## src/design/igvf_pkg.sv

```systemverilog
// Shared types and constants for the image gradient vector field block.
// No dependencies; used by every module of the block.
package igvf_pkg;

    localparam int DEF_MAX_WIDTH  = 1024;
    localparam int DEF_MAX_HEIGHT = 1024;

    localparam int PIXEL_W   = 8;
    localparam int DIM_W     = 11;
    localparam int GAIN_W    = 16;
    localparam int CFG_W     = 16;
    localparam int COORD_W   = 10;
    localparam int GRAD_W    = 11;
    localparam int FORCE_W   = 26;
    localparam int PROD_W    = GRAD_W + GAIN_W;
    localparam int OUT_DATA_W = 2 * COORD_W + 2 * FORCE_W;

    localparam int DEF_FRAME_WIDTH  = 64;
    localparam int DEF_FRAME_HEIGHT = 64;
    localparam int MIN_DIM          = 3;
    localparam logic signed [GAIN_W-1:0] DEF_STRENGTH = 16'sd256;

    localparam int FIFO_DEPTH = 4;
    localparam int FIFO_PW    = $clog2(FIFO_DEPTH);

    typedef enum logic [1:0] {
        REG_FRAME_WIDTH   = 2'd0,
        REG_FRAME_HEIGHT  = 2'd1,
        REG_TOWARD_BRIGHT = 2'd2,
        REG_STRENGTH      = 2'd3
    } reg_index_t;

    typedef struct packed {
        logic                     toward_bright;
        logic signed [GAIN_W-1:0] strength;
    } gain_cfg_t;

    typedef struct packed {
        logic [COORD_W-1:0]       col;
        logic [COORD_W-1:0]       row;
        logic signed [GRAD_W-1:0] gx;
        logic signed [GRAD_W-1:0] gy;
        logic                     last;
    } grad_word_t;

    typedef struct packed {
        logic full;
        logic empty;
    } fifo_status_t;

endpackage

```

## src/design/igvf_back.sv

```systemverilog
// Back end: direction select, Q8.8 gain multiply and the output register.
// Depends on igvf_pkg.
module igvf_back (
    input  logic                                 clk,
    input  logic                                 rst_n,
    input  igvf_pkg::gain_cfg_t                  gain_cfg,
    input  igvf_pkg::fifo_status_t               fifo_status,
    input  igvf_pkg::grad_word_t                 word,
    output logic                                 pop,
    output logic                                 m_tvalid,
    input  logic                                 m_tready,
    output logic [igvf_pkg::OUT_DATA_W-1:0]      m_tdata,
    output logic                                 m_tlast
);

    localparam int GW = igvf_pkg::GRAD_W;
    localparam int XW = igvf_pkg::PROD_W;
    localparam int FW = igvf_pkg::FORCE_W;
    localparam int KW = igvf_pkg::COORD_W;

    logic                 out_valid_reg, out_valid_next;
    logic [KW-1:0]        col_reg, row_reg;
    logic signed [FW-1:0] fx_reg, fy_reg;
    logic                 last_reg;

    logic signed [GW-1:0] gx_dir, gy_dir;
    logic signed [XW-1:0] prod_x, prod_y;

    assign pop = !fifo_status.empty && (!out_valid_reg || m_tready);

    assign gx_dir = gain_cfg.toward_bright ? -word.gx : word.gx;
    assign gy_dir = gain_cfg.toward_bright ? -word.gy : word.gy;
    assign prod_x = XW'(gx_dir) * XW'(gain_cfg.strength);
    assign prod_y = XW'(gy_dir) * XW'(gain_cfg.strength);

    always_comb
    begin
        out_valid_next = out_valid_reg;
        if (pop)
        begin
            out_valid_next = 1'b1;
        end
        else if (m_tready)
        begin
            out_valid_next = 1'b0;
        end
    end

    always_ff @(posedge clk or negedge rst_n)
    begin
        if (!rst_n)
        begin
            out_valid_reg <= 1'b0;
        end
        else
        begin
            out_valid_reg <= out_valid_next;
        end
    end

    always_ff @(posedge clk)
    begin
        if (pop)
        begin
            col_reg  <= word.col;
            row_reg  <= word.row;
            fx_reg   <= FW'(prod_x);
            fy_reg   <= FW'(prod_y);
            last_reg <= word.last;
        end
    end

    assign m_tvalid = out_valid_reg;
    assign m_tdata  = {fy_reg, fx_reg, row_reg, col_reg};
    assign m_tlast  = last_reg;

endmodule

```

## config.mk

```make
export PLATFORM = sky130hd
export DESIGN_NAME = igvf_back
export DESIGN_NICKNAME = d
export VERILOG_FILES = /design/src/design/igvf_pkg.sv /design/src/design/igvf_back.sv
export SDC_FILE = /design/constraint.sdc
export NUM_CORES = 1
export LEC_CHECK = 0
export BUFFER_PORTS_ARGS = -buffer_cell sky130_fd_sc_hd__buf_2
export CAP_MARGIN = 15
export CORE_ASPECT_RATIO = 1.25
export CORE_MARGIN = 3
export CORE_UTILIZATION = 40
export CTS_CLUSTER_SIZE = 12
export DETAILED_ROUTE_END_ITERATION = 7
export PLACE_DENSITY = 0.67
export SLEW_MARGIN = 25
export SYNTH_ARGS = -nofsm -noshare
export SYNTH_HDL_FRONTEND = slang
export SYNTH_SLANG_ARGS = --single-unit
```

## constraint.sdc

```tcl
create_clock -name clk -period 4.7 [get_ports clk]
set_input_delay 0.705 -clock clk [delete_from_list [all_inputs] [get_ports clk]]
set_output_delay 0.705 -clock clk [all_outputs]
set_load 0.005 [all_outputs]
```

**After elaboration in Yosys (flattened, before gate mapping)**

Cells that the tools add are included.

- Register bits after elaboration: 74
- Output and inout port bits: 75
- Word-level logic and storage cells: 19
- Bits of input ports: 65

- Add/subtract/negate cells: 2
- Reductions and logical operators: 5
- Multiply operators: 2
- Multiplexer cells: 4

Operators with widths:

| operator | count |
|---|---|
| $mul A11 B16 Y26 | 2 |
| $mux W11 | 2 |
| $neg A11 Y11 | 2 |
| $logic_not A1 Y1 | 2 |
| $mux W1 | 2 |
| $reduce_bool A2 Y1 | 1 |
| $logic_and A1 B1 Y1 | 1 |
| $logic_or A1 B1 Y1 | 1 |

**Logic depth before layout (Yosys ltp)**

- Depth in word-level cells: 4
- Depth in mapped cells: 27
- Depth with buffers taken out: 24

**Worst setup path after synthesis**

Ideal clock, no wire load.

- Path type: in2reg
- From: in gain_cfg[16] (netlist name)
- To: reg fy_reg[15], data pin
- Required time: 4.438 ns
- Library setup time: 0.262 ns
- Cell stages on the path: 22
- Path buffers: 3
- Path slack: -2.183 ns
- Arrival: 6.620 ns
- Cell sequence: clkbuf_1 clkbuf_1 o21ai_0 xnor2_1 clkbuf_1 nand2_1 fa_1 fa_1 fa_1 inv_1 fa_1 inv_1 fa_1 inv_1 ha_1 or4_1 a211o_1 and2_1 a21o_1 a221oi_1 o21bai_1 xor2_1

- Word-level cells in the longest chain between the ends: 2

Ends and longest elaborated chain:

| item | RTL line | text |
|---|---|---|
| start, declared | igvf_back.sv:6 | `input igvf_pkg::gain_cfg_t gain_cfg,` |
| $mux W11 | igvf_back.sv:32 | `assign gy_dir = gain_cfg.toward_bright ? -word.gy : word.gy;` |
| $mul A11 B16 Y26 | igvf_back.sv:34 | `assign prod_y = XW'(gy_dir) * XW'(gain_cfg.strength);` |
| net prod_y[15] | igvf_back.sv:27 | `logic signed [XW-1:0] prod_x, prod_y;` |
| end signal, assigned | igvf_back.sv:68 | `fy_reg <= FW'(prod_y);` |
| end, declared | igvf_back.sv:23 | `logic signed [FW-1:0] fx_reg, fy_reg;` |

The timed path passes the listed nets, and every way through them passes these cells.
A chain may end at the register's enable or synchronous reset.

**Final worst setup path**

- From: in word[16] (netlist name)
- To: reg fx_reg[23], data pin

- Word-level cells in the longest chain between the ends: 3

Ends and longest elaborated chain:

| item | RTL line | text |
|---|---|---|
| start, declared | igvf_back.sv:8 | `input igvf_pkg::grad_word_t word,` |
| $neg A11 Y11 | igvf_back.sv:31 | `assign gx_dir = gain_cfg.toward_bright ? -word.gx : word.gx;` |
| $mux W11 * | igvf_back.sv:31 |  |
| $mul A11 B16 Y26 * | igvf_back.sv:33 | `assign prod_x = XW'(gx_dir) * XW'(gain_cfg.strength);` |
| net prod_x[23] | igvf_back.sv:27 |  |
| end signal, assigned | igvf_back.sv:67 | `fx_reg <= FW'(prod_x);` |
| end, declared | igvf_back.sv:23 |  |

The timed path passes the listed nets; every way through them passes the cells marked *.

==> flow_metrics.py <==
metrics = {
    "run_status": {
        "status": "complete, but fails checks",
        "violations": "setup timing",
    },
    "synth": {
        "synth-main-ff-cell": "edfxtp_1",
        "synth_compound_area_frac": 0.05357,
        "syn_avg_cell_area_um2": 9.802,
        "synth-edff-count": 73,
        "syn-num-nets": 2056,
        "synth_fa_ha_area_frac": 0.5044,
        "ys_seq_elements": 74,
        "yosysTopAreaCell": "fa_1",
        "async_reset_ff_frac": 0.01351,
        "ys_warn_count": 0,
        "synth_top_family_by_area": "adder cells",
        "synth_top_area_share": 0.4129,
        "synthCells": 1563,
        "synth_xor_xnor_area_share": 0.04312,
        "netlist_area_um2": 15320,
        "synthTopCellsByArea": "fa_1 41%, edfxtp_1 14%, inv_1 9.4%, ha_1 9.1%, nand2_1 3.8%",
        "yosys.area_share.simple": 0.1434,
        "synthMuxAreaShare": 0.001307,
        "seq_area_frac_synth": 0.1447,
        "ys_types": 59,
    },
    "timing": {
        "finalCriticalPeriod_ns": 6.193,
        "finClkSkew_ns": 0.004571,
        "setup_violations": 34,
        "finalWorstSetupSlack_ns": -1.493,
        "slew_viol_final": 0,
        "tightest_slew_ns": 0.8020,
        "max_slew_margin": 0.4642,
        "rsz0062_at_grt": "yes",
        "hold_violations": 0,
        "fmax_ghz": 0.1615,
        "post-route-period-util": 1.318,
    },
    "critical_path": {
        "cp.required_ns": 4.82,
        "path_delay_family": "adder cells",
        "arrival_ns": 6.31,
        "critPathMaxFanout": 6,
        "critical_path.slowest_cell": "fa_1",
        "crit_chain": "buf_6, or3_4, o41ai_4, xor2_2, or2_4, fa_1, fa_1, inv_1, fa_1, fa_1, inv_1, fa_1, inv_2, ha_4, a2111o_1, a211o_1, a32o_2, o211ai_1, a31oi_2, buf_4, xor2_1",
        "cp-start-kind": "input pin",
        "critical_path_class": "in2reg",
        "cp_common_cell": "fa_1",
        "critPathMaxStageDelay_ns": 0.50,
        "worstSetupEndpointType": "register",
        "critPathBufInv": 5,
    },
    "clock_network": {
        "clockBufferDepth": 2,
        "clockRootBuffer": "clkbuf_16",
        "cts_tree": "yes",
        "clk_latency_ns": 0.36,
        "clock-sinks": 74,
        "ctsHtreeMaxLevel": 3,
        "cts-buffers-inserted": 9,
        "cts_hold_buf": 0,
        "clk_pin_slew_worst_paths_ns": 0.06,
    },
    "hold_path": {
        "worstHoldPathType": "in2async",
    },
    "finish": {
        "drive_gt1_frac": 0.3518,
        "final_common_cell": "inv_1",
        "final_cell_mix": "354 x inv_1, 302 x fa_1, 254 x buf_4, 132 x buf_2, 131 x nand2_1",
        "fillers": 3278,
        "nets": 2458,
        "area_growth_pct": 35.43,
    },
    "floorplanning": {
        "start_util": 0.4079,
        "fp-row-count": 79,
        "die_area_um2": 40700,
        "core_um2": 37560,
        "dieHeight_um": 224.8,
        "num_io_pins": 140,
        "fp.dieW_um": 181.1,
    },
    "routing": {
        "wl_per_cell_um": 15.20,
        "drt-initial-drc-count": 540,
        "routed_wl_um": 37360,
        "antenna_left": 0,
        "avgViaCountPerCell": 4.812,
        "drc_errors": 0,
        "vias": 11830,
        "drtPass1Iterations": 5,
    },
    "global_routing": {
        "grt_overflow": 0,
        "grt_pass1_wl_um": 63380,
        "grtUsageTotal": 0.1920,
        "grt_start_max_net_pins": 53,
        "first_global_vias": 13400,
        "antenna_found_initial": 6,
    },
    "job": {
        "drv_cap": 0,
    },
    "placement": {
        "port_buffers": 138,
        "place.gp.congestion": 0.8590,
        "dp_hpwl_um": 29860,
        "dp_worst_setup_slack_ns": -2.092,
    },
}
stage by stage:
step,util,std cells,hold slack [ns],area [um2],TNS [ns]
floorplan,-,1563,0.4094,15990,-39.37
global placement,0.5032,2386,0.4797,18900,-53.33
detailed placement,0.5032,2386,0.4801,18900,-55.85
CTS,0.5379,2443,0.08323,20210,-35.79
global route,0.5524,2458,0.08765,20750,-43.28
finish,0.5524,2458,0.1047,20750,-36.86
per-layer routing:
layer | part of all wire | GRT usage
met1 | 0.38 | 0.2246
met2 | 0.55 | 0.3649
met3 | 0.045 | 0.03106
met5 | 0.0015 | 0
met4 | 0.021 | 0.05088
worst register-to-register path, delay by kind of cell, from the launching register on:
family	cells	cell delay, ns
flip-flops	1	0.42
AO/OA/AOI/OAI	1	0.66
buffers and inverters	1	0.67
timing repair:
action,in CTS,in global routing
gates cloned,1,0
resized for setup,139,105
pin swaps,78,78
setup buffers,43,18
endpoints found under the setup margin,37,37
logic make-up after synthesis:
logic type,count (synthesis)
fa+ha+maj,428
compound gates,112
buf+inv,445
xor+xnor,72
simple gates,430
mux,2
flops,74
final timing paths:
kind | startpoint | end | slack (ns) | cells after the start
worst max-delay path | word[16] | fx_reg[23]$_DFFE_PP_ | -1.49 | 21
worst min-delay path | rst_n | m_tvalid$_DFFE_PN0P_ | 0.10 | 1
worst max register to register | m_tvalid$_DFFE_PN0P_ | fx_reg[17]$_DFFE_PP_ | 2.51 | 2
worst min register to register | m_tvalid$_DFFE_PN0P_ | m_tvalid$_DFFE_PN0P_ | 0.58 | 2
max in group asynchronous | rst_n | m_tvalid$_DFFE_PN0P_ | 4.51 | 1
min in group clk | word[31] | row_reg[8]$_DFFE_PP_ | 0.51 | 1
Yosys cell counts (all sizes together), types with 6 or more instances:
master and number:
inv 386, fa 316, nand2 155, ha 112, and2 90, nor2b 77
edfxtp 73, clkbuf 58, xnor2 56, nor2 46, a21oi 23, nand2b 21
o21ai 17, xor2 16, a21o 12, a31oi 10, o21a 8, or2 8
nor3 7, and2b 6, nand3 6, o31ai 6
area by class of cell:
| type | count | area, um2 | area share |
|---|---|---|---|
| Inverter | 386 | 1454 | 0.07007 |
| Clock buffer | 9 | 225.2 | 0.01085 |
| Clock inverter | 7 | 107.6 | 0.005186 |
| Sequential cell | 74 | 2217 | 0.1069 |
| Timing Repair Buffer | 449 | 3337 | 0.1608 |
| Tap cell | 486 | 608.1 | 0.02931 |
| Antenna cell | 2 | 5.005 | 0.0002412 |
| Multi-Input combinational cell | 1045 | 12800 | 0.6167 |
Power is left out: the tool's default activity adds up to more than one toggle a clock period on the data nets, which glitch-free logic cannot reach.
