## src/design/igvf_pkg.sv

```systemverilog
// Shared types and constants for the image gradient vector field block.
// No dependencies; used by every module of the block.
package igvf_pkg;

    localparam int DEF_MAX_WIDTH  = 1024;
    localparam int DEF_MAX_HEIGHT = 1024;

    localparam int PIXEL_W   = 8;
    localparam int DIM_W     = 11;
    localparam int GAIN_W    = 16;
    localparam int CFG_W     = 16;
    localparam int COORD_W   = 10;
    localparam int GRAD_W    = 11;
    localparam int FORCE_W   = 26;
    localparam int PROD_W    = GRAD_W + GAIN_W;
    localparam int OUT_DATA_W = 2 * COORD_W + 2 * FORCE_W;

    localparam int DEF_FRAME_WIDTH  = 64;
    localparam int DEF_FRAME_HEIGHT = 64;
    localparam int MIN_DIM          = 3;
    localparam logic signed [GAIN_W-1:0] DEF_STRENGTH = 16'sd256;

    localparam int FIFO_DEPTH = 4;
    localparam int FIFO_PW    = $clog2(FIFO_DEPTH);

    typedef enum logic [1:0] {
        REG_FRAME_WIDTH   = 2'd0,
        REG_FRAME_HEIGHT  = 2'd1,
        REG_TOWARD_BRIGHT = 2'd2,
        REG_STRENGTH      = 2'd3
    } reg_index_t;

    typedef struct packed {
        logic                     toward_bright;
        logic signed [GAIN_W-1:0] strength;
    } gain_cfg_t;

    typedef struct packed {
        logic [COORD_W-1:0]       col;
        logic [COORD_W-1:0]       row;
        logic signed [GRAD_W-1:0] gx;
        logic signed [GRAD_W-1:0] gy;
        logic                     last;
    } grad_word_t;

    typedef struct packed {
        logic full;
        logic empty;
    } fifo_status_t;

endpackage

```

## src/design/igvf_fifo.sv

```systemverilog
// Short queue of gradient words between the front end and the gain stage.
// Depends on igvf_pkg.
module igvf_fifo (
    input  logic                   clk,
    input  logic                   rst_n,
    input  logic                   push,
    input  igvf_pkg::grad_word_t   push_word,
    input  logic                   pop,
    output igvf_pkg::grad_word_t   pop_word,
    output igvf_pkg::fifo_status_t status
);

    localparam int DEPTH = igvf_pkg::FIFO_DEPTH;
    localparam int PW    = igvf_pkg::FIFO_PW;

    igvf_pkg::grad_word_t slots_reg [DEPTH];

    logic [PW-1:0] wr_ptr_reg, wr_ptr_next;
    logic [PW-1:0] rd_ptr_reg, rd_ptr_next;
    logic [PW:0]   count_reg, count_next;

    assign status.full  = (count_reg == (PW+1)'(DEPTH));
    assign status.empty = (count_reg == '0);
    assign pop_word     = slots_reg[rd_ptr_reg];

    always_comb
    begin
        wr_ptr_next = wr_ptr_reg;
        rd_ptr_next = rd_ptr_reg;
        count_next  = count_reg;
        if (push)
        begin
            wr_ptr_next = (wr_ptr_reg == PW'(DEPTH - 1)) ? '0 : wr_ptr_reg + PW'(1);
        end
        if (pop)
        begin
            rd_ptr_next = (rd_ptr_reg == PW'(DEPTH - 1)) ? '0 : rd_ptr_reg + PW'(1);
        end
        case ({push, pop})
            2'b10:   count_next = count_reg + (PW+1)'(1);
            2'b01:   count_next = count_reg - (PW+1)'(1);
            default: count_next = count_reg;
        endcase
    end

    always_ff @(posedge clk or negedge rst_n)
    begin
        if (!rst_n)
        begin
            wr_ptr_reg <= '0;
            rd_ptr_reg <= '0;
            count_reg  <= '0;
        end
        else
        begin
            wr_ptr_reg <= wr_ptr_next;
            rd_ptr_reg <= rd_ptr_next;
            count_reg  <= count_next;
        end
    end

    always_ff @(posedge clk)
    begin
        if (push)
        begin
            slots_reg[wr_ptr_reg] <= push_word;
        end
    end

endmodule

```

## config.mk

```make
export PLATFORM = sky130hd
export DESIGN_NAME = igvf_fifo
export DESIGN_NICKNAME = d
export VERILOG_FILES = /design/src/design/igvf_pkg.sv /design/src/design/igvf_fifo.sv
export SDC_FILE = /design/constraint.sdc
export NUM_CORES = 1
export LEC_CHECK = 0
export ABC_AREA = 1
export BUFFER_PORTS_ARGS = -buffer_cell sky130_fd_sc_hd__clkbuf_2
export CORE_MARGIN = 2
export CORE_UTILIZATION = 35
export DETAILED_ROUTE_END_ITERATION = 7
export GPL_TIMING_DRIVEN = 0
export PLACE_DENSITY_LB_ADDON = 0.1
export SYNTH_ARGS = -nofsm -noshare
export SYNTH_HDL_FRONTEND = slang
export SYNTH_SLANG_ARGS = --single-unit
```

## constraint.sdc

```tcl
create_clock -name clk -period 2.3 [get_ports clk]
set_input_delay 0 -clock clk [delete_from_list [all_inputs] [get_ports clk]]
set_output_delay 0 -clock clk [all_outputs]
set_load 0.05 [all_outputs]
```

# After elaboration in Yosys (flattened, before gate mapping)
# Memories as Yosys holds them, arrays and structs flattened.
# Cells that the tools add are included.
# word_totals
memories	1
ram_bits	172
register_bits	7
in_bits	47
# op_classes
n_mux	5
addsub	4
eq_ne	5
reduce_logical	2
# mem_list
memory	depth	word_bits	rd	rd_ports_with_merged_regs	wr	line_no	text
slots_reg	4	43	1	0	1	igvf_fifo.sv:16	igvf_pkg::grad_word_t slots_reg [DEPTH];
# ops
operator	n
$eq 2x2->1 const B	3
$pmux 3 s2	1
$add 2x1->2 const B	2
$mux 2	2
$add 3x1->3 const B	1
$eq 3x3->1 const B	1
$logic_not 3->1	1
$sub 3x1->3 const B	1
$eq 2x1->1 const B	1
$mux 1	2
$reduce_bool 2->1	1

# Logic depth before layout (Yosys ltp)
# Gate-level depths: netlist of run 1.
# depth
word_depth	2
ltp_mapped	10

# Least setup slack after synthesis of run 1
# OpenSTA, ideal clock, no wires.
# synth_timing
path_kind	register to register
start	register wr_ptr_reg[0]
end	memory slots_reg[0][0] in the netlist's numbering (enable)
setup_time_ns	0.397
path_buffers	0
stages_incl_launch_ff	5
arrival_ns	1.521
slack_ns	0.381
path_cell_list	dfrtp_1 -> inv_1 -> ha_1 -> nand2_1 -> inv_1
# synth_rtl
item	line_no	text
start, declared	igvf_fifo.sv:18	logic [PW-1:0] wr_ptr_reg, wr_ptr_next;
start signal, assigned	igvf_fifo.sv:56	wr_ptr_reg <= wr_ptr_next;
end, declared	igvf_fifo.sv:16	
# No word-level cell before the write port.

==> results of run 1 <==
==> critical path, stage by stage (launching register included) <==
cell	delay [ns]
dfrtp_1	0.39
buf_4	0.18
inv_2	0.16
buf_4	0.23
o211ai_1	0.12
nand2_1	0.13
clkbuf_2	0.29
==> layer usage <==
layer,wire (µm),up-vias
met1,7480,2208
met3,672,11
met2,8120,94
met4,183,0
li1,-,2246
met5,0,-
==> cell type report <==
| class | count | area, µm² | share of cell area [%] |
|---|---|---|---|
| buffer | 29 | 305 | 3.31 |
| tap | 275 | 344 | 3.73 |
| clock inverter | 11 | 88.8 | 0.962 |
| clock buffer | 21 | 440 | 4.77 |
| timing repair buffer | 141 | 1000 | 10.8 |
| sequential | 179 | 5340 | 57.8 |
| multi-input combinational | 247 | 1340 | 14.5 |
| inverter | 101 | 379 | 4.11 |
==> final timing paths <==
check                                     startpoint                    endpoint  slack [ns]  cells past startpoint
max                        rd_ptr_reg[1]$_DFFE_PN0P_                pop_word[41]        0.37                      6
min                                     push_word[4]   slots_reg[2][4]$_DFFE_PP_        0.33                      2
max reg2reg                wr_ptr_reg[0]$_DFFE_PN0P_  slots_reg[2][24]$_DFFE_PP_        0.57                      5
min reg2reg                 count_reg[2]$_DFFE_PN0P_    count_reg[2]$_DFFE_PN0P_        0.51                      2
max in group asynchronous                      rst_n   wr_ptr_reg[1]$_DFFE_PN0P_        1.50                      3
min in group asynchronous                      rst_n    count_reg[2]$_DFFE_PN0P_        0.53                      3
==> power breakdown <==
part | internal (mW) | switching, mW
combinational | 1.41 | 3.97
clock | 1.48 | 1.16
sequential | 4.18 | 0.147
total | 7.07 | 5.28
==> kinds of logic (layout without fill, tap and decap cells) <==
| group | count (synthesis) | after routing |
|---|---|---|
| XOR/XNOR | 1 | 1 |
| AO/OA/AOI/OAI | 91 | 91 |
| AND/OR/NAND/NOR | 148 | 148 |
| adder cells (fa/ha/maj) | 7 | 7 |
| flip-flops | 179 | 179 |
| buffers and inverters | 130 | 303 |
==> cells in the final DEF, fill, tap and decap left out, drive strengths merged <==
cell type,netlist,layout
dfrtp,7,7
inv,101,101
o211ai,86,86
nor2,2,2
nand4,1,1
nand3,1,1
dlygate4sd3,0,47
nor3,2,2
o21ai,5,5
edfxtp,172,172
clkbuf,9,120
xnor2,1,1
clkinv,0,8
buf,20,24
fa,1,1
bufinv,0,1
nand2,142,142
clkinvlp,0,2
ha,6,6
==> flow_metrics.py, run 1 <==
metrics = {
    "synthesis": {
        "synth_top_area_share_pct": 70.2,
        "yosysTopAreaCell": "edfxtp_1",
        "synth-simple-area-share_pct": 7.63,
        "ys.flop_type": "edfxtp_1",
        "synthAdderAreaFrac_pct": 1.29,
        "synth_area_um2": 7360,
        "synth_area_leaders": "edfxtp_1 (70%), o211ai_1 (8.8%), nand2_1 (7.2%)",
        "yosysSeqAreaShare_pct": 72.5,
        "async_reset_ff_share_pct": 3.91,
        "synth_top_family_by_area": "buffers and inverters",
        "ys_warn_count": 0,
        "syn_avg_cell_area_um2": 13.2,
        "muxShareOfSynthArea_pct": 0,
        "yosysMostFrequentCell": "edfxtp_1",
        "syn_inst": 556,
        "synthDistinctLibCells": 18,
        "synth-edff-count": 172,
        "synthTopCellsByCount": "edfxtp_1 (172), nand2_1 (142), inv_1 (99)",
        "synth_compound_area_share_pct": 9.11,
        "synth-xor-area-share_pct": 0.119,
        "synth_fp_nets": 610,
        "ys_seq_elements": 179,
    },
    "global_routing": {
        "grt_pass1_wl_mm": 25.2,
        "use_met2_pct": 26.3,
        "first_global_vias": 4605,
        "grt_max_degree": 33,
        "antenna_found_initial": 0,
        "grt_overflow_total": 0,
        "track_usage_pct": 15.5,
        "grtUsageMet1_pct": 20.1,
        "busiest_layer": "met2",
        "use_met3_pct": 3.09,
    },
    "sta": {
        "worst_pin_slew_ns": 0.484,
        "fin_tns_setup_ns": 0,
        "period_share_pct": 83.9,
        "hold_viol": 0,
        "finClkSkew_ns": 0.00975,
        "hold_ws_ns": 0.330,
        "clock.fmax_ghz": 0.518,
        "slew_viol_final": 0,
        "layout_setup_ws_ns": 0.370,
        "timing.slew.headroom_pct": 67.7,
        "grt_setup_unrepaired": "false",
        "finalCriticalPeriod_ns": 1.93,
        "setup_violations": 0,
    },
    "final_layout": {
        "largest_reg_flops": 172,
        "utilization_pct": 44.4,
        "antennaDiodeCount": 0,
        "stdcell_area_um2": 9240,
        "instances_no_fill": 1004,
        "fillers": 1929,
        "area_growth_pct": 25.5,
        "drive_above_1_share_pct": 21.0,
        "nNetsFinal": 770,
    },
    "detailed_routing": {
        "wl_per_cell_um": 16.4,
        "firstDrtPassIters": 4,
        "drt_iter0_markers": 218,
        "antenna_left": 0,
        "via_per_inst": 4.54,
        "drc": 0,
        "wirelength_mm": 16.5,
        "vias": 4559,
    },
    "clock_tree": {
        "clockRootBuffer": "clkbuf_16",
        "cts_htree_levels": 4,
        "numCtsBuffers": 17,
        "path_clk_slew_ns": 0.06,
        "clk_latency_ns": 0.42,
        "cts-hold-fix-buffers": 47,
        "cts_setup_buffers": 0,
        "post_cts_resized": 0,
        "cts_buffer_depth": 2,
        "cts_sinks": 179,
        "cts_tree": "yes",
    },
    "die": {
        "row_count": 53,
        "die_h_um": 149,
        "die_area_um2": 22200,
        "initial_core_util_pct": 35.4,
        "io_pins": 92,
        "fp.dieW_um": 149,
        "coreArea_um2": 20800,
    },
    "critical_path": {
        "crit_arrival_ns": 1.93,
        "critPathLaunchType": "flop",
        "critPathCaptureType": "primary output",
        "path_class": "reg2out",
        "critPathMaxFanout": 10,
        "cp.required_ns": 2.30,
    },
    "placement": {
        "dp_hpwl_mm": 10.1,
        "gp_congestion": 0.702,
        "port_buffers": 90,
        "placed_cells": 925,
        "dp_worst_setup_slack_ns": 0.519,
        "dpl-instance-area_um2": 8240,
    },
    "power": {
        "power_density_nw_per_um2": 1340,
        "leakage_nw": 3.80,
        "total_power_mw": 12.4,
        "vdd_drop_max_v": 0.000607,
    },
    "run": {
        "drv_cap": 0,
    },
    "outcome": {
        "status": "complete, no violations",
    },
    "worst_hold_path": {
        "hold_class": "in2reg",
    },
}
(Power assumes the default switching activity.)
==> inputs of run 2 (changes only) <==
ABC_AREA = 0   (was 1)
clock period = 1.6 ns   (was 2.3 ns; I/O delays follow)
==> flow_metrics.py, run 2 <==
metrics = {
    "outcome": {
        "status": "complete, but fails checks",
        "violations": "negative setup slack",
    },
    "final_layout": {
        "layout_commonest_cell": "edfxtp_1",
        "final_cell_mix": "edfxtp_1 (172), dlygate4sd3_1 (47), clkbuf_2 (47), mux4_2 (43), buf_8 (41)",
        "instances_no_fill": 685,
        "largest_reg_flops": 172,
        "drive_above_1_share_pct": 45.2,
        "antennaDiodeCount": 0,
        "stdcell_area_um2": 9240,
        "area_growth_pct": 38.2,
        "utilization_pct": 49.4,
        "nNetsFinal": 492,
    },
    "synthesis": {
        "synth_area_leaders": "edfxtp_1 (77%), mux4_2 (13%), dfrtp_1 (2.6%)",
        "yosysSeqAreaShare_pct": 79.9,
        "synth-xor-area-share_pct": 0.393,
        "yosysTopAreaCell": "edfxtp_1",
        "yosysMostFrequentCell": "edfxtp_1",
        "async_reset_ff_share_pct": 3.91,
        "synth_compound_area_share_pct": 0.150,
        "synthAdderAreaFrac_pct": 1.42,
        "synthTopCellsByCount": "edfxtp_1 (172), mux4_2 (38), dfrtp_1 (7)",
        "syn_avg_cell_area_um2": 25.4,
        "ys.flop_type": "edfxtp_1",
        "ys_seq_elements": 179,
        "muxShareOfSynthArea_pct": 15.3,
        "synth-simple-area-share_pct": 0.805,
        "syn_inst": 263,
        "synthDistinctLibCells": 21,
        "synth_fp_nets": 317,
        "synth_top_area_share_pct": 77.3,
        "ys_warn_count": 0,
        "synth-edff-count": 172,
        "synth_area_um2": 6680,
        "synth_top_family_by_area": "multiplexers",
    },
    "clock_tree": {
        "clk_latency_ns": 0.43,
        "cts_htree_levels": 4,
        "clockRootBuffer": "clkbuf_16",
        "cts_tree": "yes",
        "cts_buffer_depth": 2,
        "numCtsBuffers": 17,
        "path_clk_slew_ns": 0.07,
        "cts_sinks": 179,
    },
    "critical_path": {
        "critPathMaxFanout": 4,
        "critPathLaunchType": "flop",
        "rr_startpoint": "wr_ptr_reg[0]$_DFFE_PN0P_",
        "cp-endpoint": "pop_word[3]",
        "cp_slowest_cell": "mux4_2",
        "cp_slowest_stage_delay_ns": 0.44,
        "critPathTopFamily": "buffers and inverters",
        "reg2reg_to": "slots_reg[0][12]$_DFFE_PP_",
        "worstRegToRegCells": 3,
        "crit_arrival_ns": 1.89,
        "path_class": "reg2out",
        "startpoint": "rd_ptr_reg[0]$_DFFE_PN0P_",
        "path_depth": 5,
        "critPathCaptureType": "primary output",
        "cp_num_buf_inv": 4,
        "cp.required_ns": 1.60,
        "ff2ff_setup_slack_ns": 0.06,
        "path_cells": "buf_4 > buf_12 > buf_16 > mux4_2 > clkbuf_16",
    },
    "sta": {
        "period_share_pct": 118,
        "setup_violations": 43,
        "timing.slew.headroom_pct": 72.1,
        "layout_setup_ws_ns": -0.289,
        "finalCriticalPeriod_ns": 1.89,
        "finClkSkew_ns": 0.00921,
        "grt_setup_unrepaired": "true",
        "hold_viol": 0,
        "worst_pin_slew_ns": 0.418,
        "slew_viol_final": 0,
        "clock.fmax_ghz": 0.529,
        "hold_ws_ns": 0.326,
    },
    "global_routing": {
        "antenna_found_initial": 0,
        "first_global_vias": 3604,
        "grt_max_degree": 23,
        "track_usage_pct": 14.5,
        "grt_overflow_total": 0,
        "grt_pass1_wl_mm": 20.9,
    },
    "power": {
        "vdd_drop_max_v": 0.000899,
        "total_power_mw": 19.5,
        "power_density_nw_per_um2": 2110,
        "leakage_nw": 3.28,
    },
    "die": {
        "row_count": 50,
        "fp.dieW_um": 142,
        "die_h_um": 142,
        "coreArea_um2": 18700,
        "initial_core_util_pct": 35.7,
        "io_pins": 92,
        "die_area_um2": 20200,
    },
    "detailed_routing": {
        "vias": 3268,
        "antenna_left": 0,
        "wirelength_mm": 14.5,
        "wl_per_cell_um": 21.1,
        "firstDrtPassIters": 4,
        "via_per_inst": 4.77,
        "drt_iter0_markers": 172,
        "drc": 0,
    },
    "placement": {
        "gp_congestion": 0.659,
        "dpl-instance-area_um2": 7440,
        "dp_hpwl_mm": 6.80,
        "port_buffers": 91,
        "placed_cells": 588,
    },
    "run": {
        "drv_cap": 0,
    },
    "worst_hold_path": {
        "hold_class": "in2reg",
    },
}
## run 2: cell types whose count changed after synthesis, moves of 8 or more
cell	change
buf_4	-9
clkbuf_8	-8
inv_1	-93
buf_6	-10
nand2_1	-141
o211ai_1	-86
mux4_2	+38
## run 2: layer usage
layer	GRT usage, %	vias up	share of wire (%)
met3	3.53	13	3.1
met2	24.3	67	50
met4	5.53	0	1.1
li1	-	1477	-
met5	0	-	0
met1	18.2	1711	46
## run 2: how the worst min path moves through the flow
stage                             start  cells past startpoint                         end  slack (ns)
final                     push_word[33]                      2  slots_reg[2][33]$_DFFE_PP_        0.33
after global routing      push_word[29]                      2  slots_reg[3][29]$_DFFE_PP_        0.33
after CTS                 push_word[33]                      2  slots_reg[2][33]$_DFFE_PP_        0.31
after detailed placement          rst_n                      1   wr_ptr_reg[0]$_DFFE_PN0P_       -0.15
after global placement            rst_n                      1    count_reg[2]$_DFFE_PN0P_       -0.15
after floorplan                   rst_n                      0    count_reg[0]$_DFFE_PN0P_       -0.30
## run 2: cell type report
cell class / instances / area, µm²
plain buffers: 10 / 149
inverters: 6 / 22.5
repair buffers: 144 / 1500
flip-flops and latches: 179 / 5340
well taps: 234 / 293
fillers: 1574 / 9470
clock buffers: 17 / 425
clock inverters: 15 / 194
multi-input cells: 80 / 1320
## run 2: what timing repair did
item,CTS,global route
setup buffers,2,1
pin swaps,0,2
hold buffers,47,0
setup endpoints to repair,215,152
gates cloned,6,9
gates resized for setup,112,54
endpoints found under the hold margin,183,0
## run 2: logic make-up (layout without fill, tap and decap cells)
family / Yosys count / in the layout
DFF: 179 / 179
adders and majority gates: 7 / 7
buffers and inverters: 16 / 192
muxes: 46 / 46
xor gates and xnor gates: 3 / 3
AOI/OAI and AO/OA: 2 / 2
and+or+nand+nor: 10 / 22
## run 2: metrics by stage
stage | TNS (ns) | setup WS [ns]
2_1_floorplan | 0 | 0.00271
3_3_place_gp | -69.22 | -0.541
3_5_place_dp | -70.69 | -0.564
4_1_cts | -12.43 | -0.317
5_1_grt | -12.58 | -0.339
6_report | -10.45 | -0.289
## run 2: power by group
| group | leakage [nW] | internal (mW) | switching, mW |
|---|---|---|---|
| combinational | 1.32 | 3.98 | 4.97 |
| sequential | 1.66 | 6.01 | 0.197 |
| clock | 0.300 | 2.51 | 1.84 |
